### src/rtl/ssti_pkg.sv
package ssti_pkg;

    localparam int X_W   = 16;
    localparam int Y_W   = 16;
    localparam int ACC_W = 42;
    localparam int INT_W = 41;
    localparam int CNT_OUT_W = 7;

    localparam logic [1:0] CMD_INSERT = 2'd0;
    localparam logic [1:0] CMD_WHOLE  = 2'd1;
    localparam logic [1:0] CMD_RANGE  = 2'd2;

    localparam logic [1:0] ST_OK   = 2'd0;
    localparam logic [1:0] ST_DUP  = 2'd1;
    localparam logic [1:0] ST_FULL = 2'd2;
    localparam logic [1:0] ST_FEW  = 2'd3;

    typedef enum logic [4:0] {
        OP_NONE,
        OP_LOAD,
        OP_SRCH_RD,
        OP_SRCH_CMP,
        OP_SH_INIT,
        OP_SH_RD,
        OP_SH_WR,
        OP_INS_WR,
        OP_RD_LAST,
        OP_RD_FIRST,
        OP_SET_SPAN,
        OP_WALK_RD,
        OP_WALK_SEG,
        OP_MUL1,
        OP_MUL2,
        OP_DIV_GO,
        OP_H1,
        OP_H2,
        OP_ACC,
        OP_NEXT,
        OP_FIN
    } t_dp_op;

    typedef struct packed {
        t_dp_op     op;
        logic [1:0] res_status;
    } t_dp_cmd;

    typedef struct packed {
        logic idx_lt_count;
        logic lt;
        logic eq;
        logic full;
        logic few;
        logic idx_eq_pos;
        logic empty;
        logic live;
        logic need1;
        logic need2;
        logic last;
        logic div_busy;
    } t_dp_flags;

endpackage

### src/rtl/ssti_ctrl.sv
module ssti_ctrl (
    input  logic                i_clk,
    input  logic                i_rst_n,
    input  logic                i_start,
    input  logic [1:0]          i_cmd,
    input  ssti_pkg::t_dp_flags i_flags,
    output ssti_pkg::t_dp_cmd   o_cmd,
    output logic                o_busy
);
    import ssti_pkg::*;

    typedef enum logic [27:0] {
        S_IDLE     = 28'h0000001,
        S_SRCH_CHK = 28'h0000002,
        S_SRCH_RD  = 28'h0000004,
        S_SRCH_CMP = 28'h0000008,
        S_INS_DEC  = 28'h0000010,
        S_SH_CHK   = 28'h0000020,
        S_SH_RD    = 28'h0000040,
        S_SH_WR    = 28'h0000080,
        S_INS_WR   = 28'h0000100,
        S_INT_CHK  = 28'h0000200,
        S_RD_LAST  = 28'h0000400,
        S_RD_FIRST = 28'h0000800,
        S_SET_SPAN = 28'h0001000,
        S_SPAN_CHK = 28'h0002000,
        S_WALK_RD  = 28'h0004000,
        S_WALK_SEG = 28'h0008000,
        S_SEG_CHK  = 28'h0010000,
        S_MUL1     = 28'h0020000,
        S_DIV1     = 28'h0040000,
        S_DIV1_W   = 28'h0080000,
        S_H1       = 28'h0100000,
        S_MUL2     = 28'h0200000,
        S_DIV2     = 28'h0400000,
        S_DIV2_W   = 28'h0800000,
        S_H2       = 28'h1000000,
        S_ACC      = 28'h2000000,
        S_NEXT     = 28'h4000000,
        S_FIN      = 28'h8000000
    } t_state;

    t_state     r_state, n_state;
    logic [1:0] r_res, n_res;
    t_dp_op     op;

    always_ff @(posedge i_clk) begin
        if (!i_rst_n) begin
            r_state <= S_IDLE;
            r_res   <= ST_OK;
        end else begin
            r_state <= n_state;
            r_res   <= n_res;
        end
    end

    always_comb begin
        n_state = r_state;
        n_res   = r_res;
        op      = OP_NONE;
        unique case (r_state)
            S_IDLE: begin
                if (i_start) begin
                    op    = OP_LOAD;
                    n_res = ST_OK;
                    if (i_cmd == CMD_INSERT) begin
                        n_state = S_SRCH_CHK;
                    end else if (i_cmd == CMD_WHOLE || i_cmd == CMD_RANGE) begin
                        n_state = S_INT_CHK;
                    end else begin
                        n_state = S_FIN;
                    end
                end
            end
            S_SRCH_CHK: n_state = i_flags.idx_lt_count ? S_SRCH_RD : S_INS_DEC;
            S_SRCH_RD: begin
                op      = OP_SRCH_RD;
                n_state = S_SRCH_CMP;
            end
            S_SRCH_CMP: begin
                op = OP_SRCH_CMP;
                if (i_flags.lt) begin
                    n_state = S_SRCH_CHK;
                end else if (i_flags.eq) begin
                    n_res   = ST_DUP;
                    n_state = S_FIN;
                end else begin
                    n_state = S_INS_DEC;
                end
            end
            S_INS_DEC: begin
                if (i_flags.full) begin
                    n_res   = ST_FULL;
                    n_state = S_FIN;
                end else begin
                    op      = OP_SH_INIT;
                    n_state = S_SH_CHK;
                end
            end
            S_SH_CHK: n_state = i_flags.idx_eq_pos ? S_INS_WR : S_SH_RD;
            S_SH_RD: begin
                op      = OP_SH_RD;
                n_state = S_SH_WR;
            end
            S_SH_WR: begin
                op      = OP_SH_WR;
                n_state = S_SH_CHK;
            end
            S_INS_WR: begin
                op      = OP_INS_WR;
                n_state = S_FIN;
            end
            S_INT_CHK: begin
                if (i_flags.few) begin
                    n_res   = ST_FEW;
                    n_state = S_FIN;
                end else begin
                    n_state = S_RD_LAST;
                end
            end
            S_RD_LAST: begin
                op      = OP_RD_LAST;
                n_state = S_RD_FIRST;
            end
            S_RD_FIRST: begin
                op      = OP_RD_FIRST;
                n_state = S_SET_SPAN;
            end
            S_SET_SPAN: begin
                op      = OP_SET_SPAN;
                n_state = S_SPAN_CHK;
            end
            S_SPAN_CHK: n_state = i_flags.empty ? S_FIN : S_WALK_RD;
            S_WALK_RD: begin
                op      = OP_WALK_RD;
                n_state = S_WALK_SEG;
            end
            S_WALK_SEG: begin
                op      = OP_WALK_SEG;
                n_state = S_SEG_CHK;
            end
            S_SEG_CHK: begin
                if (!i_flags.live) begin
                    n_state = S_NEXT;
                end else if (i_flags.need1) begin
                    n_state = S_MUL1;
                end else begin
                    n_state = S_H1;
                end
            end
            S_MUL1: begin
                op      = OP_MUL1;
                n_state = S_DIV1;
            end
            S_DIV1: begin
                op      = OP_DIV_GO;
                n_state = S_DIV1_W;
            end
            S_DIV1_W: n_state = i_flags.div_busy ? S_DIV1_W : S_H1;
            S_H1: begin
                op      = OP_H1;
                n_state = i_flags.need2 ? S_MUL2 : S_H2;
            end
            S_MUL2: begin
                op      = OP_MUL2;
                n_state = S_DIV2;
            end
            S_DIV2: begin
                op      = OP_DIV_GO;
                n_state = S_DIV2_W;
            end
            S_DIV2_W: n_state = i_flags.div_busy ? S_DIV2_W : S_H2;
            S_H2: begin
                op      = OP_H2;
                n_state = S_ACC;
            end
            S_ACC: begin
                op      = OP_ACC;
                n_state = S_NEXT;
            end
            S_NEXT: begin
                op      = OP_NEXT;
                n_state = i_flags.last ? S_FIN : S_WALK_RD;
            end
            S_FIN: begin
                op      = OP_FIN;
                n_state = S_IDLE;
            end
            default: n_state = S_IDLE;
        endcase
    end

    assign o_cmd.op         = op;
    assign o_cmd.res_status = r_res;
    assign o_busy           = r_state != S_IDLE;
endmodule

### config.mk
export PLATFORM = sky130hd
export DESIGN_NAME = ssti_ctrl
export DESIGN_NICKNAME = d
export VERILOG_FILES = /design/src/rtl/ssti_pkg.sv /design/src/rtl/ssti_ctrl.sv
export SDC_FILE = /design/constraint.sdc
export NUM_CORES = 1
export LEC_CHECK = 0
export CAP_MARGIN = 25
export CORE_MARGIN = 10
export CORE_UTILIZATION = 63
export DETAILED_ROUTE_END_ITERATION = 8
export DONT_BUFFER_PORTS = 1
export PLACE_DENSITY = 0.79
export SLEW_MARGIN = 20
export SYNTH_ARGS = -nofsm -noshare
export SYNTH_HDL_FRONTEND = slang
export SYNTH_SLANG_ARGS = --single-unit
### constraint.sdc
create_clock -name i_clk -period 2.3 [get_ports i_clk]
set_input_delay 0 -clock i_clk [delete_from_list [all_inputs] [get_ports i_clk]]
set_output_delay 0 -clock i_clk [all_outputs]
set_load 0.02 [all_outputs]
# Word level (Yosys, flattened, before mapping)
# Cells that the tools add are included.
# totals
regBits	30
# classes
n_eq_ne	36
mux	26
n_reduce_logical	5
# op_table
operator	count
case mux 28 bit (27 select lines)	1
two-way mux 28 bit	9
case mux 5 bit (20 select lines)	1
two-way mux 25 bit	2
two-way mux 21 bit	2
== test 28 x 1 -> 1 bit, second input constant	1
== test 28 x 10 -> 1 bit, second input constant	1
== test 28 x 11 -> 1 bit, second input constant	1
== test 28 x 12 -> 1 bit, second input constant	1
== test 28 x 13 -> 1 bit, second input constant	1
== test 28 x 14 -> 1 bit, second input constant	1
== test 28 x 15 -> 1 bit, second input constant	1
== test 28 x 16 -> 1 bit, second input constant	1
== test 28 x 17 -> 1 bit, second input constant	1
== test 28 x 18 -> 1 bit, second input constant	1
== test 28 x 19 -> 1 bit, second input constant	1
== test 28 x 2 -> 1 bit, second input constant	1
== test 28 x 20 -> 1 bit, second input constant	1
== test 28 x 21 -> 1 bit, second input constant	1
== test 28 x 22 -> 1 bit, second input constant	1
== test 28 x 23 -> 1 bit, second input constant	1
== test 28 x 24 -> 1 bit, second input constant	1
== test 28 x 25 -> 1 bit, second input constant	1
== test 28 x 26 -> 1 bit, second input constant	1
other kinds (25)	33

# Longest topological paths before layout
# Gate-level depths: netlist of the first run.
# logic_depth
ltp_word	6
ltp_mapped	9
depth_no_buf	7

# Worst setup path after synthesis of the first run
# OpenSTA, ideal clock, no wires.
# synth_timing
path_kind	register to register
start	register r_state[20]
end	register r_state[0]
setup_time_ps	142
arrival_time_ps	2105
t_required_ps	2158
path_slack_ps	53
path_stages_with_launch	6
path_buffers	0
period_less_slack_ps	2247
path_cell_list	dfxtp_1 -> nor4_4 -> nand3_2 -> or4_1 -> o2111ai_1 -> o31ai_1
# synth_via
elab_chain_cells	2
# synth_lines
item	line_no	rtl
from (decl)	ssti_ctrl.sv:43	t_state r_state, n_state;
from (signal assigned)	ssti_ctrl.sv:52	r_state <= n_state;
== test 28 x 27 -> 1 bit, or another cell as far along	ssti_ctrl.sv:61	unique case (r_state)
case mux 28 bit (27 select lines) / != test 2 bit (equally long branches)	--	
# Several ways; a longest one is shown, not always the timed one.
# A chain may end at the register's enable or synchronous reset.

==> results of run 1 <==
-- per-layer routing --
layer  wire, um  global-route usage
met1       2580               0.256
met2       3580               0.432
met3        799               0.105
met4        539               0.142
met5          0                   0
-- cell type report --
| type | instances | share of cell area |
|---|---|---|
| multi-input combinational | 184 | 0.530 |
| tap | 33 | 0.0157 |
| sequential | 30 | 0.234 |
| clock buffer | 6 | 0.0195 |
| timing repair buffer | 56 | 0.185 |
| clock inverter | 2 | 0.00475 |
| inverter | 8 | 0.0114 |
-- logic make-up after synthesis --
| logic type | after synthesis | share of synthesized area |
|---|---|---|
| AND/OR/NAND/NOR | 146 | 0.497 |
| AO/OA/AOI/OAI | 30 | 0.118 |
| flip-flops | 30 | 0.308 |
| buffers and inverters | 15 | 0.0366 |
| XOR/XNOR | 6 | 0.0270 |
| adder cells (fa/ha/maj) | 2 | 0.0129 |
-- state kept, by name (all words and copies together), names as in the netlist --
signal	cells
r_res	2
r_state	28
-- report_power, final --
part	leakage (uW)	internal, uW	switching [uW]	total, uW
Clock	0.0000343	147	205	352
Sequential	0.000248	532	26.2	558
Combinational	0.000756	156	193	348
-- placed cells by master (no fill, tap or decap), drive strengths merged, types with 2 or more instances in the layout --
cell type	instances
nor3b	2
xnor2	3
or3	4
nor4b	14
buf	39
xor2	3
nand2b	7
nor4	11
o22ai	2
nor2b	3
and3	2
dlygate4sd3	17
nand4	11
a21oi	4
o211a	2
o21ai	4
nor2	28
nand4b	6
nor3	17
dfxtp	30
ha	2
a211oi	4
o2111ai	2
o32a	3
clkbuf	6
and2	4
nand3b	3
or4	4
nand2	20
inv	8
or2	2
nand3	5
-- worst reg2reg max path: stages (launching register included) --
cell      delay [ns]
dfxtp_2         0.38
nor4_4          0.33
buf_4           0.19
buf_4           0.12
nand4b_1        0.10
or3_4           0.38
nor4b_4         0.17
or3b_1          0.36
o211a_1         0.14
-- worst min-delay path by stage --
stage	startpoint	end	cells after the start
floorplan	i_flags[6]	r_state[6]	1
global placement	i_flags[6]	r_state[6]	1
detailed placement	i_flags[6]	r_state[6]	1
CTS	i_cmd[1]	r_state[9]	3
global route	i_flags[8]	r_state[5]	3
finish	i_cmd[0]	r_state[9]	3
-- per-stage QoR --
step,utilization,cells,power (uW)
6_report,0.877,319,1260
5_1_grt,0.877,319,1300
4_1_cts,0.848,314,1200
3_5_place_dp,0.696,274,803
3_3_place_gp,0.696,274,797
2_1_floorplan,-,229,739
-- what timing repair did --
item                                   in CTS  in global routing
resized for setup                          23                 11
endpoints found under the hold margin      23                  0
gates cloned                                0                  0
pin swaps                                  12                  7
setup endpoints to repair                   4                 28
setup buffers                              15                  5
hold buffers                               17                  0
-- cells in the mapped netlist, types with 5 or more instances --
cell	n
nand4_1	10
nand2b_1	7
nor4b_1	13
nand4b_1	6
dfxtp_1	30
nand2_1	20
inv_1	6
nor2_1	28
nor4_1	5
nor3_1	14
==> impl_metrics.env, run 1 <==
export IMPL_yosysSeqAreaShare=0.308
export IMPL_violations="negative setup slack"
export IMPL_crit_type="reg -> out"
export IMPL_max_freq_mhz=410
export IMPL_port_buffers=0
export IMPL_synth_edf_count=0
export IMPL_finalCritPeriodShare=1.06
export IMPL_ys_types=55
export IMPL_hold_viol_final=0
export IMPL_grt_max_degree=11
export IMPL_yosys_top_cells_area="dfxtp_1 (31%), nor4b_1 (5.8%), nor2_1 (5.4%)"
export IMPL_synth_top_area_cell="dfxtp_1"
export IMPL_grt_pass1_wl_um=11000
export IMPL_period_minus_slack_ns=2.44
export IMPL_drtIter0Drc=225
export IMPL_layout_setup_ws_ns=-0.137
export IMPL_endpoint="o_cmd[2]"
export IMPL_synth_seq_cells=30
export IMPL_startpoint="r_state[15]"
export IMPL_arrival_ns=2.44
export IMPL_clk_latency_ns=0.35
export IMPL_run_status="complete, but fails checks"
export IMPL_cts_sinks=30
export IMPL_power_density_mw_per_mm2=478
export IMPL_setup_tns_ns=-0.322
export IMPL_tightest_slew_ns=0.517
export IMPL_drt_pass1_iterations=5
export IMPL_maxCapViolCount=0
export IMPL_slew_headroom=0.653
export IMPL_r2r_slack_ns=0.03
export IMPL_hpwl_um=4210
export IMPL_critPathMaxFanout=5
export IMPL_yosys_warnings=0
export IMPL_numCtsBuffers=5
export IMPL_worstPathCellList="nor4_4, buf_4, nand4b_1, or2_4, nor4b_4, nor4b_2, nand4_1"
export IMPL_gp_congestion=0.940
export IMPL_cpMaxStageDelayCell="dfxtp_2"
export IMPL_rr_worst_depth=8
export IMPL_drc=0
export IMPL_cp_required_ns=2.30
export IMPL_path_buf_inv=1
export IMPL_fin_nets=304
export IMPL_wl_um=7490
export IMPL_multi_input_area_mm2=0.00140
export IMPL_die_w_um=75.6
export IMPL_drt_wirelength_per_cell_um=23.5
export IMPL_min_path_type="in -> reg"
export IMPL_clock_skew_ns=0.0174
export IMPL_final_area_mm2=0.00263
export IMPL_rsz0062_at_grt="true"
export IMPL_fin_hold_ws_ns=0.0253
export IMPL_rr_startpoint="r_state[15]"
export IMPL_crit_family="simple AND/OR/NAND/NOR gates"
export IMPL_synthArstFlopShare=0
export IMPL_setup_violations=4
export IMPL_slowest_delay_ns=0.38
export IMPL_clockBufferDepth=2
export IMPL_power_leakage_uw=0.00104
export IMPL_timing_rr_end="r_res[0]"
export IMPL_final_max_slew_viol_count=0
export IMPL_syn_inst=229
export IMPL_cts_tree="built"
export IMPL_crit_path_start_kind="flop"
export IMPL_cts_root_buf="clkbuf_4"
export IMPL_core_area_mm2=0.00300
export IMPL_fp_row_count=20
export IMPL_chipHeight_um=75.6
export IMPL_peakVddDrop_mv=0.500
export IMPL_overflow=0
export IMPL_initial_utilization=0.648
export IMPL_ys_flop_type="dfxtp_1"
export IMPL_vias=2258
export IMPL_antenna_cells=0
export IMPL_postRouteAntennaNets=0
export IMPL_critPathCaptureType="output port"
export IMPL_drive_gt1_frac=0.311
export IMPL_synth_top_area_frac=0.308
export IMPL_grt_pass1_vias=2203
export IMPL_syn_to_final_growth_pct=35.3
export IMPL_path_depth=7
export IMPL_clk_pin_slew_ns=0.11
export IMPL_grtUsageTotal=0.253
export IMPL_synth_area_mm2=0.00195
export IMPL_syn_area_per_cell_um2=8.50
export IMPL_die_area_mm2=0.00571
export IMPL_viasPerCell=7.08
export IMPL_fill_cells=146
export IMPL_post_place_ws_ns=0.00483
export IMPL_seqCellArea_um2=616
export IMPL_io_pins=25
export IMPL_antenna_found_initial=0
export IMPL_synth_nets=248
export IMPL_place_area_mm2=0.00209
export IMPL_htree_levels=2
No activity file was read; power rests on OpenSTA's default activity.
==> run 2: changes to the inputs <==
--- a/config.mk
+++ b/config.mk
@@ -7,10 +7,11 @@
 export LEC_CHECK = 0
 export CAP_MARGIN = 25
 export CORE_MARGIN = 10
-export CORE_UTILIZATION = 63
+export CORE_UTILIZATION = 55
 export DETAILED_ROUTE_END_ITERATION = 8
 export DONT_BUFFER_PORTS = 1
-export PLACE_DENSITY = 0.79
+export PLACE_DENSITY = 0.69
+export SKIP_LAST_GASP = 1
 export SLEW_MARGIN = 20
 export SYNTH_ARGS = -nofsm -noshare
 export SYNTH_HDL_FRONTEND = slang
==> run 2 against run 1 <==
Critical endpoint unchanged; combinational power grew 3%; largest cell class unchanged; setup slack gained 0.045 ns; total power is essentially flat; register-to-register slack gained 0.05 ns; first-iteration DRC count shrank 12%; via count shrank 1.2%; the flow still finishes with violations (negative setup slack); fmax grew 1.9%; critical path depth is the same; cell count grew 8.2%.
==> impl_metrics.env, run 2 (synthesis results as in run 1) <==
export IMPL_run_status="complete, but fails checks"
export IMPL_hold_end="r_state[9]"
export IMPL_slew_headroom=0.705
export IMPL_max_freq_mhz=418
export IMPL_power_leakage_uw=0.00114
export IMPL_min_path_cells=3
export IMPL_tightest_slew_ns=0.436
export IMPL_fill_cells=223
export IMPL_final_area_mm2=0.00279
export IMPL_overflow=0
export IMPL_p_comb_frac=0.284
export IMPL_drive_gt1_frac=0.378
export IMPL_final_max_slew_viol_count=0
export IMPL_crit_type="reg -> out"
export IMPL_port_buffers=0
export IMPL_drtIter0Drc=198
export IMPL_viasPerCell=6.47
export IMPL_rr_worst_depth=8
export IMPL_layout_setup_ws_ns=-0.0918
export IMPL_final_core_util=0.822
export IMPL_grt_pass1_vias=2236
export IMPL_gp_congestion=0.912
export IMPL_placed_cells=292
export IMPL_hold_viol_final=0
export IMPL_antenna_cells=0
export IMPL_hold_path_startpoint="i_cmd[1]"
export IMPL_drt_wirelength_per_cell_um=20.0
export IMPL_pwr_share_seq=0.438
export IMPL_p_switching_uw=413
export IMPL_io_pins=25
export IMPL_rr_startpoint="r_state[4]"
export IMPL_timing_rr_end="r_res[0]"
export IMPL_post_place_ws_ns=-0.0272
export IMPL_clk_latency_ns=0.35
export IMPL_cp_required_ns=2.30
export IMPL_intPower_uw=846
export IMPL_syn_to_final_growth_pct=43.1
export IMPL_cts_root_buf="clkbuf_4"
export IMPL_violations="negative setup slack"
export IMPL_critPathMaxFanout=5
export IMPL_core_area_mm2=0.00339
export IMPL_cts_sinks=30
export IMPL_grt_pass1_wl_um=10900
export IMPL_finalCritPeriodShare=1.04
export IMPL_drt_pass1_iterations=4
export IMPL_vias=2232
export IMPL_final_cell_mix="buf_4 (47), nor2_1 (28), nand2_1 (19)"
export IMPL_crit_path_start_kind="flop"
export IMPL_critPathCaptureType="output port"
export IMPL_r2r_slack_ns=0.08
export IMPL_fin_cells=345
export IMPL_rsz0062_at_grt="true"
export IMPL_clock_skew_ns=0.0194
export IMPL_clock_power_share=0.278
export IMPL_hpwl_um=4470
export IMPL_die_area_mm2=0.00632
export IMPL_fp_row_count=21
export IMPL_cts_tree="built"
export IMPL_arrival_ns=2.39
export IMPL_largest_register_ffs=28
export IMPL_mostFrequentLayoutCell="buf_4"
export IMPL_clk_pin_slew_ns=0.10
export IMPL_period_minus_slack_ns=2.39
export IMPL_drc=0
export IMPL_numCtsBuffers=5
export IMPL_grt_max_degree=13
export IMPL_p_sw_frac=0.328
export IMPL_fin_nets=317
export IMPL_top_regs="r_state x28, r_res x2"
export IMPL_wl_um=6890
export IMPL_die_w_um=79.5
export IMPL_grtUsageTotal=0.214
export IMPL_peakVddDrop_mv=0.422
export IMPL_regMostFlops="r_state"
export IMPL_htree_levels=2
export IMPL_antenna_found_initial=0
export IMPL_clockBufferDepth=2
export IMPL_setup_violations=2
export IMPL_initial_utilization=0.574
export IMPL_min_path_type="in -> reg"
export IMPL_maxCapViolCount=0
export IMPL_chipHeight_um=79.5
export IMPL_place_area_mm2=0.00214
export IMPL_power_density_mw_per_mm2=452
export IMPL_postRouteAntennaNets=0
run 2: cell count changes in the layout (fill, tap and decap cells not counted), moves of 3 or more:
| cell | delta |
|---|---|
| dfxtp_4 | +4 |
| buf_6 | +3 |
| dfxtp_1 | -4 |
| nor3_2 | +3 |
| buf_4 | +12 |
run 2: final cells by class:
cell class / instances / area, um2 / area share
Multi-Input combinational cell: 184 / 1430 / 0.512
Sequential cell: 30 / 631 / 0.226
Timing Repair Buffer: 69 / 581 / 0.208
Tap cell: 46 / 57.6 / 0.0207
Clock buffer: 7 / 55.1 / 0.0198
Inverter: 8 / 30.0 / 0.0108
Clock inverter: 1 / 5.00 / 0.00180
run 2: what timing repair did:
| item | 4_1_cts | 5_1_grt |
|---|---|---|
| hold buffers | 16 | 0 |
| gates resized for setup | 19 | 33 |
| hold endpoints to repair | 25 | 0 |
| buffers inserted | 19 | 10 |
| pin swaps | 11 | 16 |
| endpoints found under the setup margin | 19 | 18 |
run 2: stage by stage:
step,total power [uW],hold WS [ns],setup TNS [ns]
after floorplan,739,0.0716,0
after global placement,820,0.0768,0
after detailed placement,823,0.0767,-0.0668
after CTS,1220,0.0169,-0.0179
after global routing,1310,0.0410,-0.423
final,1260,0.00141,-0.177
run 2: power by group through the flow:
stage	clock network (uW)	registers (uW)	logic, uW
after floorplan	0	564	176
after global placement	0	567	253
after detailed placement	0	567	256
after CTS	343	556	320
after global routing	380	553	380
final	350	552	358
run 2: metal layers:
layer	track usage	part of all wire	vias to the layer above	wire length, um
li1	-	-	1019	-
met1	0.249	0.38	1052	2590
met2	0.347	0.48	115	3310
met3	0.0608	0.091	46	628
met4	0.115	0.053	0	362
met5	0	0	-	0
run 2: worst max-delay path: stages, from the launching register on:
cell and delay (ns):
dfxtp_2 0.38, nor4_4 0.26, buf_4 0.18, buf_4 0.11, nand2_1 0.15, or4_4 0.50, nor4b_2 0.20, nand4_1 0.26
run 2: how the worst max path moves through the flow:
stage               slack (ns)          to  cells after the start   startpoint
floorplan                 0.05  r_state[0]                      5  r_state[20]
global placement          0.02    o_cmd[2]                      6  r_state[20]
detailed placement       -0.03    o_cmd[4]                      5  r_state[20]
CTS                      -0.02    o_cmd[2]                      7  r_state[23]
global route             -0.16    o_cmd[2]                      7   r_state[9]
finish                   -0.09    o_cmd[2]                      7   r_state[9]
